**src/rtl/button_click_hold_detector_unit_assert.svh**
```systemverilog
// assertion macros shared by the button detector rtl
// expects clk and rst_n in the scope where a macro is used
`ifndef BUTTON_CLICK_HOLD_DETECTOR_UNIT_ASSERT_SVH
`define BUTTON_CLICK_HOLD_DETECTOR_UNIT_ASSERT_SVH

// same-cycle implication
`define BCD_ASSERT_NOW(label, ante, cons, msg) \
    label: assert property (@(posedge clk) disable iff (!rst_n) (ante) |-> (cons)) \
        else $error(msg);

// next-cycle implication
`define BCD_ASSERT_NEXT(label, ante, cons, msg) \
    label: assert property (@(posedge clk) disable iff (!rst_n) (ante) |=> (cons)) \
        else $error(msg);

`endif

```
**src/rtl/bcd_pkg.sv**
```systemverilog
// types and constants for the button click / hold detector
// no dependencies
package bcd_pkg;

    localparam int CfgIdxW = 8;
    localparam int CfgW    = 16;
    localparam int TimeW   = 32;
    localparam int EvW     = 4;

    // register indexes
    localparam logic [CfgIdxW-1:0] CfgDebounce = 8'd0;
    localparam logic [CfgIdxW-1:0] CfgGap      = 8'd1;
    localparam logic [CfgIdxW-1:0] CfgHold     = 8'd2;
    localparam logic [CfgIdxW-1:0] CfgLongHold = 8'd3;

    localparam logic [CfgW-1:0] DebounceRst = 16'd20;
    localparam logic [CfgW-1:0] GapRst      = 16'd250;
    localparam logic [CfgW-1:0] HoldRst     = 16'd1000;
    localparam logic [CfgW-1:0] LongHoldRst = 16'd3000;

    // bit positions in the event flag vector
    localparam int EvClick  = 0;
    localparam int EvDouble = 1;
    localparam int EvHold   = 2;
    localparam int EvLong   = 3;

    typedef struct packed {
        logic [CfgW-1:0] debounce_ms;
        logic [CfgW-1:0] double_click_gap_ms;
        logic [CfgW-1:0] hold_ms;
        logic [CfgW-1:0] long_hold_ms;
    } cfg_t;

    typedef struct packed {
        logic             level;
        logic [TimeW-1:0] now_ms;
        logic [EvW-1:0]   clear_events;
    } in_item_t;

    typedef struct packed {
        logic click_flag;
        logic double_click_flag;
        logic hold_flag;
        logic long_hold_flag;
    } out_item_t;

endpackage

```
**src/rtl/bcd_cfg.sv**
```systemverilog
// configuration registers of the button detector
// depends on bcd_pkg
module bcd_cfg (
    input  logic                        clk,
    input  logic                        rst_n,
    input  logic                        wr_en,
    input  logic [bcd_pkg::CfgIdxW-1:0] wr_index,
    input  logic [bcd_pkg::CfgW-1:0]    wr_data,
    output bcd_pkg::cfg_t               cfg
);

    bcd_pkg::cfg_t cfg_reg;
    bcd_pkg::cfg_t cfg_next;

    always_comb
    begin
        cfg_next = cfg_reg;
        if (wr_en)
        begin
            case (wr_index)
                bcd_pkg::CfgDebounce: cfg_next.debounce_ms         = wr_data;
                bcd_pkg::CfgGap:      cfg_next.double_click_gap_ms = wr_data;
                bcd_pkg::CfgHold:     cfg_next.hold_ms             = wr_data;
                bcd_pkg::CfgLongHold: cfg_next.long_hold_ms        = wr_data;
                default:              cfg_next = cfg_reg;
            endcase
        end
    end

    always_ff @(posedge clk or negedge rst_n)
    begin
        if (!rst_n)
        begin
            cfg_reg.debounce_ms         <= bcd_pkg::DebounceRst;
            cfg_reg.double_click_gap_ms <= bcd_pkg::GapRst;
            cfg_reg.hold_ms             <= bcd_pkg::HoldRst;
            cfg_reg.long_hold_ms        <= bcd_pkg::LongHoldRst;
        end
        else
        begin
            cfg_reg <= cfg_next;
        end
    end

    assign cfg = cfg_reg;

endmodule

```
**src/rtl/bcd_step.sv**
```systemverilog
// per-sample detector state and its update
// depends on bcd_pkg and the assertion macro header
`include "button_click_hold_detector_unit_assert.svh"

module bcd_step (
    input  logic                    clk,
    input  logic                    rst_n,
    input  logic                    advance,
    input  bcd_pkg::in_item_t       item,
    input  bcd_pkg::cfg_t           cfg,
    output logic [bcd_pkg::EvW-1:0] flags
);

    logic                      last_level_reg, last_level_next;
    logic [bcd_pkg::TimeW-1:0] press_time_reg, press_time_next;
    logic [bcd_pkg::TimeW-1:0] release_time_reg, release_time_next;
    logic                      ignore_release_reg, ignore_release_next;
    logic                      single_allowed_reg, single_allowed_next;
    logic                      hold_done_reg, hold_done_next;
    logic                      long_done_reg, long_done_next;
    logic                      dbl_on_rel_reg, dbl_on_rel_next;
    logic                      await_dbl_reg, await_dbl_next;
    logic [bcd_pkg::EvW-1:0]   flags_reg, flags_next;

    logic [bcd_pkg::TimeW-1:0] since_rel, since_press;
    logic [bcd_pkg::TimeW-1:0] since_rel2, since_press2;
    logic [bcd_pkg::TimeW-1:0] deb_x, gap_x, hold_x, long_x;
    logic                      press_hit, rel_hit, rel_taken;

    assign deb_x  = {16'd0, cfg.debounce_ms};
    assign gap_x  = {16'd0, cfg.double_click_gap_ms};
    assign hold_x = {16'd0, cfg.hold_ms};
    assign long_x = {16'd0, cfg.long_hold_ms};

    assign since_rel   = item.now_ms - release_time_reg;
    assign since_press = item.now_ms - press_time_reg;

    assign press_hit = !item.level && last_level_reg && (since_rel > deb_x);
    assign rel_hit   = !press_hit && item.level && !last_level_reg && (since_press > deb_x);
    assign rel_taken = rel_hit && !ignore_release_reg;

    // elapsed times after the edge update: a fresh stamp reads as zero
    assign since_rel2   = rel_taken ? '0 : since_rel;
    assign since_press2 = press_hit ? '0 : since_press;

    always_comb
    begin
        last_level_next     = item.level;
        press_time_next     = press_time_reg;
        release_time_next   = release_time_reg;
        ignore_release_next = ignore_release_reg;
        single_allowed_next = single_allowed_reg;
        hold_done_next      = hold_done_reg;
        long_done_next      = long_done_reg;
        dbl_on_rel_next     = dbl_on_rel_reg;
        await_dbl_next      = await_dbl_reg;
        flags_next          = flags_reg & ~item.clear_events;

        if (press_hit)
        begin
            press_time_next     = item.now_ms;
            ignore_release_next = 1'b0;
            single_allowed_next = 1'b1;
            hold_done_next      = 1'b0;
            long_done_next      = 1'b0;
            dbl_on_rel_next     = (since_rel < gap_x) && !dbl_on_rel_reg && await_dbl_reg;
            await_dbl_next      = 1'b0;
        end
        else if (rel_taken)
        begin
            release_time_next = item.now_ms;
            if (!dbl_on_rel_reg)
            begin
                await_dbl_next = 1'b1;
            end
            else
            begin
                flags_next[bcd_pkg::EvDouble] = 1'b1;
                dbl_on_rel_next               = 1'b0;
                await_dbl_next                = 1'b0;
                single_allowed_next           = 1'b0;
            end
        end

        // gap expired with no second press
        if (item.level && (since_rel2 >= gap_x) && await_dbl_next && !dbl_on_rel_next
            && single_allowed_next)
        begin
            flags_next[bcd_pkg::EvClick] = 1'b1;
            await_dbl_next               = 1'b0;
        end

        if (!item.level && (since_press2 >= hold_x))
        begin
            if (!hold_done_next)
            begin
                flags_next[bcd_pkg::EvHold] = 1'b1;
                ignore_release_next         = 1'b1;
                dbl_on_rel_next             = 1'b0;
                await_dbl_next              = 1'b0;
                hold_done_next              = 1'b1;
            end
            if ((since_press2 >= long_x) && !long_done_next)
            begin
                flags_next[bcd_pkg::EvLong] = 1'b1;
                long_done_next              = 1'b1;
            end
        end
    end

    always_ff @(posedge clk or negedge rst_n)
    begin
        if (!rst_n)
        begin
            last_level_reg     <= 1'b1;
            press_time_reg     <= '0;
            release_time_reg   <= '0;
            ignore_release_reg <= 1'b0;
            single_allowed_reg <= 1'b1;
            hold_done_reg      <= 1'b0;
            long_done_reg      <= 1'b0;
            dbl_on_rel_reg     <= 1'b0;
            await_dbl_reg      <= 1'b0;
            flags_reg          <= '0;
        end
        else if (advance)
        begin
            last_level_reg     <= last_level_next;
            press_time_reg     <= press_time_next;
            release_time_reg   <= release_time_next;
            ignore_release_reg <= ignore_release_next;
            single_allowed_reg <= single_allowed_next;
            hold_done_reg      <= hold_done_next;
            long_done_reg      <= long_done_next;
            dbl_on_rel_reg     <= dbl_on_rel_next;
            await_dbl_reg      <= await_dbl_next;
            flags_reg          <= flags_next;
        end
    end

    assign flags = flags_next;

    // long hold is only reached through hold, and a press clears both together
    `BCD_ASSERT_NOW(a_long_needs_hold, long_done_reg, hold_done_reg,
        "long hold done without hold done")
    // releases are ignored only after a hold
    `BCD_ASSERT_NOW(a_ignore_needs_hold, ignore_release_reg, hold_done_reg,
        "release ignored without a hold")
    // flags are sticky unless the request clears them
    `BCD_ASSERT_NEXT(a_flags_sticky, advance && (item.clear_events == '0),
        (flags_reg & $past(flags_reg)) == $past(flags_reg),
        "event flag dropped without a clear")

endmodule

```
**src/rtl/button_click_hold_detector_unit.sv**
```systemverilog
// top level of the button click / double click / hold detector
// depends on bcd_pkg, bcd_cfg, bcd_step and the assertion macro header
//
// usage:
//   in channel (in_valid / in_stall / in_data): one request per sample of the
//   button line, carrying level, now_ms and a mask of flags to clear first.
//   out channel (out_valid / out_stall / out_data): one result per request,
//   the four sticky event flags after that sample, in request order.
//   cfg channel (cfg_valid / cfg_ready / cfg_index / cfg_data): writes one of
//   the four 16-bit timing registers; cfg_ready is always high and indexes
//   above 3 are dropped. write only while no request is in flight.
//   flow: a request lands in an input register; once the result register is
//   free, the detector state updates and the flags land in the result
//   register, where the result is offered until out_stall lets it leave.
//   one request per cycle sustained while out_stall stays low.
//   stall: while out_stall holds a pending result, one more request is taken
//   into the input register, then in_stall rises until the result drains.
//   reset: registers return to 20 / 250 / 1000 / 3000 ms, the line reads as
//   released, all flags clear and both channels are empty.
`include "button_click_hold_detector_unit_assert.svh"

module button_click_hold_detector_unit (
    input  logic                        clk,
    input  logic                        rst_n,
    input  logic                        in_valid,
    output logic                        in_stall,
    input  bcd_pkg::in_item_t           in_data,
    output logic                        out_valid,
    input  logic                        out_stall,
    output bcd_pkg::out_item_t          out_data,
    input  logic                        cfg_valid,
    output logic                        cfg_ready,
    input  logic [bcd_pkg::CfgIdxW-1:0] cfg_index,
    input  logic [bcd_pkg::CfgW-1:0]    cfg_data
);

    bcd_pkg::cfg_t           cfg;
    bcd_pkg::in_item_t       in_data_reg;
    logic                    in_valid_reg, in_valid_next;
    bcd_pkg::out_item_t      out_data_reg;
    logic                    out_valid_reg, out_valid_next;
    logic [bcd_pkg::EvW-1:0] flags;
    logic                    advance;
    logic                    in_take;

    assign cfg_ready = 1'b1;

    bcd_cfg u_cfg (
        .clk      (clk),
        .rst_n    (rst_n),
        .wr_en    (cfg_valid && cfg_ready),
        .wr_index (cfg_index),
        .wr_data  (cfg_data),
        .cfg      (cfg)
    );

    // the held request moves on whenever the result register is free
    assign advance  = in_valid_reg && (!out_valid_reg || !out_stall);
    assign in_stall = in_valid_reg && !advance;
    assign in_take  = in_valid && !in_stall;

    bcd_step u_step (
        .clk     (clk),
        .rst_n   (rst_n),
        .advance (advance),
        .item    (in_data_reg),
        .cfg     (cfg),
        .flags   (flags)
    );

    assign in_valid_next  = in_take || (in_valid_reg && !advance);
    assign out_valid_next = advance || (out_valid_reg && out_stall);

    always_ff @(posedge clk or negedge rst_n)
    begin
        if (!rst_n)
        begin
            in_valid_reg  <= 1'b0;
            out_valid_reg <= 1'b0;
        end
        else
        begin
            in_valid_reg  <= in_valid_next;
            out_valid_reg <= out_valid_next;
        end
    end

    always_ff @(posedge clk)
    begin
        if (in_take)
        begin
            in_data_reg <= in_data;
        end
        if (advance)
        begin
            out_data_reg.click_flag        <= flags[bcd_pkg::EvClick];
            out_data_reg.double_click_flag <= flags[bcd_pkg::EvDouble];
            out_data_reg.hold_flag         <= flags[bcd_pkg::EvHold];
            out_data_reg.long_hold_flag    <= flags[bcd_pkg::EvLong];
        end
    end

    assign out_valid = out_valid_reg;
    assign out_data  = out_data_reg;

    // every processed request leaves a result behind
    `BCD_ASSERT_NEXT(a_advance_gives_result, advance, out_valid_reg,
        "processed request produced no result")
    // a taken request is held in the input register
    `BCD_ASSERT_NEXT(a_take_fills_input, in_take, in_valid_reg,
        "taken request not held")
    // a held request that cannot move stays put
    `BCD_ASSERT_NEXT(a_held_not_lost, in_valid_reg && !advance,
        in_valid_reg && $stable(in_data_reg),
        "held request lost or changed")

endmodule

```
**config.mk**
```make
export PLATFORM = sky130hd
export DESIGN_NAME = button_click_hold_detector_unit
export DESIGN_NICKNAME = d
export VERILOG_FILES = /design/src/rtl/bcd_pkg.sv /design/src/rtl/bcd_cfg.sv /design/src/rtl/bcd_step.sv /design/src/rtl/button_click_hold_detector_unit.sv
export VERILOG_INCLUDE_DIRS = /design/src /design/src/rtl
export SDC_FILE = /design/constraint.sdc
export NUM_CORES = 1
export LEC_CHECK = 0
export BUFFER_PORTS_ARGS = -buffer_cell sky130_fd_sc_hd__buf_2
export CORE_MARGIN = 4
export CORE_UTILIZATION = 55
export DETAILED_ROUTE_END_ITERATION = 8
export GPL_TIMING_DRIVEN = 1
export PLACE_DENSITY = 0.73
export RECOVER_POWER = 100
export SLEW_MARGIN = 30
export SYNTH_ARGS = -nofsm -noshare
export SYNTH_HDL_FRONTEND = slang
export SYNTH_SLANG_ARGS = --single-unit
```
**constraint.sdc**
```tcl
create_clock -name clk -period 9.05 [get_ports clk]
set_input_delay 1.3575 -clock clk [delete_from_list [all_inputs] [get_ports clk]]
set_output_delay 1.3575 -clock clk [all_outputs]
set_load 0.02 [all_outputs]
```
==> After elaboration in Yosys (flattened, before gate mapping) <==
Index checks and enable logic that the tools add are counted.
{ "op_classes": {"n_mux": 30, "reduce_logical": 39, "n_bitwise": 3, "n_eq_ne": 3, "n_lt_le_gt_ge": 6, "n_addsub": 2} }
{ "ops": {"columns": ["operator", "count"], "rows": [
  ["$ge 32x16->1", 3],
  ["$gt 32x16->1", 2],
  ["$mux 32", 2],
  ["$sub 32x32->32", 2],
  ["$lt 32x16->1", 1],
  ["$mux 1", 27],
  ["$logic_and 1x1->1", 18],
  ["$eq 8x2->1 const B", 2],
  ["$logic_not 1->1", 11],
  ["$reduce_and 2->1", 5],
  ["$eq 8x1->1 const B", 1],
  ["$logic_not 8->1", 1],
  ["$and 4x4->4", 1],
  ["$not 4->4", 1],
  ["$logic_or 1x1->1", 3],
  ["$reduce_and 3->1", 1],
  ["$mux 2", 1],
  ["$not 1->1", 1]
]} }
{ "totals": {"word_cells": 106, "output_inout_bits": 7, "regBits": 182, "inputBits": 66} }

==> Depth between registers and ports, before layout <==
{ "logic_depth": {"ltp_word": 17, "depth_mapped": 37} }

==> Modules after synthesis <==
A second synthesis with hierarchy kept.
{ "hier_totals": {"hier_cells": 1455, "area_unflattened_um2": 13626.8} }
{ "by_module_without_submodules": {"columns": ["module", "instances", "cells_each", "seq_area_each_um2", "area_per_inst_um2"], "rows": [
  ["bcd_step", 1, 1264, 1879.3, 9790.6],
  ["bcd_cfg", 1, 140, 1627.8, 2501.1],
  ["button_click_hold_detector_unit", 1, 51, 1281.2, 1335.0]
]} }

==> Least setup slack after synthesis <==
Ideal clock, no wire load.
{ "synth_path": {"path_type": "register to register", "startpoint": "reg in_data_reg[4] (netlist bit)", "endpoint": "reg out_data_reg, in the netlist out_data[0] (data pin)", "t_required_ps": 8794, "path_stages_with_launch": 36, "n_path_buf": 1, "setup_slack_ps": 2476, "arrival_ps": 6317, "path_cell_list": "edfxtp_1 -> inv_1 -> ha_1 -> inv_1 -> fa_1 -> a21o_1 -> a31oi_2 -> nor2_2 -> o21a_1 -> nor2_1 -> xnor2_1 -> ha_1 -> a21o_1 -> a21o_1 -> a21oi_1 -> o21ai_0 -> a21o_1 -> a221oi_1 -> a2bb2o_1 -> nor4_4 -> nor2_1 -> clkbuf_1 -> or2_2 -> ha_1 -> nand2b_1 -> a21o_1 -> a21o_1 -> a21o_1 -> a21o_1 -> a21o_1 -> a211oi_1 -> o21bai_1 -> a21o_1 -> a21oi_1 -> o21ai_0 -> a22o_1"} }
{ "synth_between": {"elab_chain_len": 8} }
{ "synth_rtl": {"columns": ["item", "line", "text"], "rows": [
  ["start: declaration", "button_click_hold_detector_unit.sv:38", "bcd_pkg::in_item_t in_data_reg;"],
  ["start signal: assignment", "button_click_hold_detector_unit.sv:92", "in_data_reg <= in_data;"],
  ["$sub 32x32->32", "bcd_step.sv:35", "assign since_rel = item.now_ms - release_time_reg;"],
  ["$gt 32x16->1", "bcd_step.sv:38", "assign press_hit = !item.level && last_level_reg && (since_rel > deb_x);"],
  ["$logic_and 1x1->1", "bcd_step.sv:38", null],
  ["$mux 32 or $mux 1 (tied branches)", "bcd_step.sv:44, bcd_step.sv:59", null],
  ["$ge 32x16->1 or $logic_not 1->1 (tied branches)", "bcd_step.sv:103", "if ((since_press2 >= long_x) && !long_done_next)"],
  ["$logic_and 1x1->1", "bcd_step.sv:103", null],
  ["$mux 1", "bcd_step.sv:103", null],
  ["$mux 2 (*)", "bcd_step.sv:93", "if (!item.level && (since_press2 >= hold_x))"],
  ["via flags (one bit)", "button_click_hold_detector_unit.sv:42", "logic [bcd_pkg::EvW-1:0] flags;"],
  ["end: declaration", "button_click_hold_detector_unit.sv:40", "bcd_pkg::out_item_t out_data_reg;"]
]} }
Mark *: on every way through the listed nets, which the timed path passes. The rest lies on a longest branch.
A chain may end at the register's enable or synchronous reset.

==> Worst setup path in the final report <==
{ "layout_path": {"startpoint": "reg in_data_reg[8] (netlist bit)", "endpoint": "reg out_data_reg, in the netlist out_data[0] (data pin)"} }
The elaborated chain is that of the path after synthesis.

==> reports/results.tsv <==
metric	value	unit
status	finished with violations	
violations	capacitance limit, slew limit	
clk_latency	0.45	ns
io_buffers	71	
yosys-top-cells-count	ha_1 (157), inv_1 (147), nand2_1 (137)	
cts_hold_buf	0	
drt-pass1-iter-count	5	
synthArstFlopShare	77.5	%
critPathMaxFanout	17	
synth_area_leaders	dfrtp_1 (22%), ha_1 (15%), edfxtp_1 (9.3%)	
cts_max_path_buffers	2	
min_period	7.87	ns
powerDensity	334	nW/µm²
drive_above_1_share	15.3	%
synth.top_cell.area_share	22.3	%
clkTransAtPathRegs	0.08	ns
wl_met1	15700	µm
syn_area	13300	µm²
pin_count	73	
p_leak	6.53	nW
root_buffer	clkbuf_16	
rows	56	
placed_area	13800	µm²
cts_resized	0	
power.switching	2.17	mW
core_area	23600	µm²
yosys_warnings	0	
crit_buf_inv	1	
grt_pass1_vias	10276	
tightest_slew	3.86	ns
post_cts.repair.setup_buffers	0	
synth-seq-area-share	36.1	%
setup_viol	0	
cts_max_level	4	
cts_sinks	182	
syn_area_per_cell	9.44	µm²
drt_iter0_drc	831	
largest_register_ffs	64	
swShare	45.3	%
maxCapViolCount	4	
synthCells	1405	
grt-ovfl-total	0	
cts_buffers	17	
fin_total_pwr	4.80	mW
clkPwrFrac	16.1	%
ant_nets	0	
rsz0062_at_grt	no	
dieWidth	163	µm
routed-wl-met3	1700	µm
fin_setup_tns	0	ns
gp_congestion	0.943	
slew_viol_final	209	
slowest_stage	a211oi_1	
syn_nets	1630	
worst-setup-path-type	register to register	
skew	0.0159	ns
worstSetupEndpointType	register	
timing.slew.headroom	-157	%
synth_seq_cells	182	
internal-power	2.62	mW
num_vias	10658	
min_path_type	register to register	
synth-edff-count	41	
avgViaCountPerCell	5.97	
critPathLaunchType	register	
grt_pass1_wl	53600	µm
hold_viol_final	0	
max_freq	0.127	GHz
cp_data_arrival_time	8.06	ns
ys_types	92	
yosysMostFrequentCell	ha_1	
antenna_cells	0	
cp_top_family	compound AO/OA/AOI/OAI gates	
crit_path_frequent_cell	a21o_1	
post-route-period-util	86.9	%
critPathMaxStageDelay	0.58	ns
syn2layout_area_growth	8.20	%
num-nets-final	1679	
dp_hpwl	25700	µm
routed_wl	33000	µm
hold_slack	0.489	ns
top_layer	met4	
p_comb_share	60.9	%
die_y	163	µm
synth_top_cell_by_area	dfrtp_1	
ir_drop	0.141	mV
track_usage	25.3	%
start_util	56.2	%
antenna_found_initial	0	
post_drt_wl_per_cell	18.5	µm
seqPwrFrac	22.9	%
stdcell_area	14300	µm²
required	9.25	ns
grt_max_degree	74	
drc	0	
met2WireLength	14800	µm
fp.dieArea	26700	µm²
ys.flop_type	dfrtp_1	
cts_tree	built	
-- power by group through the flow --
stage               clock network [mW]  logic, mW  registers, mW
floorplan                            0       2.17           1.09
global placement                     0       2.81           1.11
global route                     0.821       3.27           1.12
detailed placement                   0       2.87           1.11
CTS                              0.786       2.90           1.10
finish                           0.773       2.92           1.10
-- cell usage in the layout, fill, tap and decap left out, types with 42 or more instances in the layout --
cell type  synthesis  routed
inv_1            147     147
mux2_2            80      80
nor2_1            42      42
o21ai_0          119     123
dfrtp_1          118     118
nand2_1          137     137
ha_1             157     157
a21oi_1           92      92
buf_2             12      64
a21o_1            43      43
-- cell type report --
type	instances	area [µm²]
timing repair buffer	75	377
clock buffer	18	429
fill	2067	9270
multi-input combinational	1029	7620
sequential	182	4790
tap	319	399
clock inverter	14	170
inverter	149	561
-- worst register-to-register path, delay by kind of cell, from the launching register on --
kind	cells	cell delay, ns
XOR/XNOR	1	0.32
flip-flops	1	0.44
AND/OR/NAND/NOR	6	1.38
buffers and inverters	1	0.23
adder cells (fa/ha/maj)	3	1.06
AO/OA/AOI/OAI	19	4.17
-- layer usage --
metal  up-vias  GRT usage [%]
met5         -              0
met4         0           8.08
met3        51           3.91
met2       305           39.1
met1      5157           36.7
li1       5145              -
-- worst paths after layout --
kind | start | endpoint | slack [ns] | depth (start not counted)
setup / recovery | in_data_reg[8]$_DFFE_PP_ | out_data[0]$_DFFE_PP_ | 1.18 | 30
hold / removal | u_step.flags_reg[2]$_DFFE_PN0P_ | u_step.flags_reg[2]$_DFFE_PN0P_ | 0.49 | 2
setup reg to reg | in_data_reg[8]$_DFFE_PP_ | out_data[0]$_DFFE_PP_ | 1.18 | 30
hold reg to reg | u_step.flags_reg[2]$_DFFE_PN0P_ | u_step.flags_reg[2]$_DFFE_PN0P_ | 0.49 | 2
max in group asynchronous | rst_n | u_step.press_time_reg[16]$_DFFE_PN0P_ | 4.59 | 1
min in group asynchronous | rst_n | u_cfg.cfg[18]$_DFFE_PN0P_ | 2.23 | 1
-- kinds of logic (layout without fill, tap and decap cells) --
group	after synthesis	count (layout)	share of synthesized area (%)
XOR/XNOR	40	40	2.64
buffers and inverters	194	256	6.08
AO/OA/AOI/OAI	394	394	19.5
other	1	1	0.0283
adder cells (fa/ha/maj)	159	159	15.1
flip-flops	182	182	36.1
multiplexers	84	84	7.11
AND/OR/NAND/NOR	351	351	13.4
-- stage by stage --
stage	utilization, %	worst slack (ns)	cells
global route	60.8	0.701	1786
global placement	58.5	1.83	1754
CTS	61.0	1.58	1786
detailed placement	58.5	1.62	1754
finish	60.8	1.18	1786
floorplan	-	2.48	1405
No activity file was read; power rests on OpenSTA's default activity.
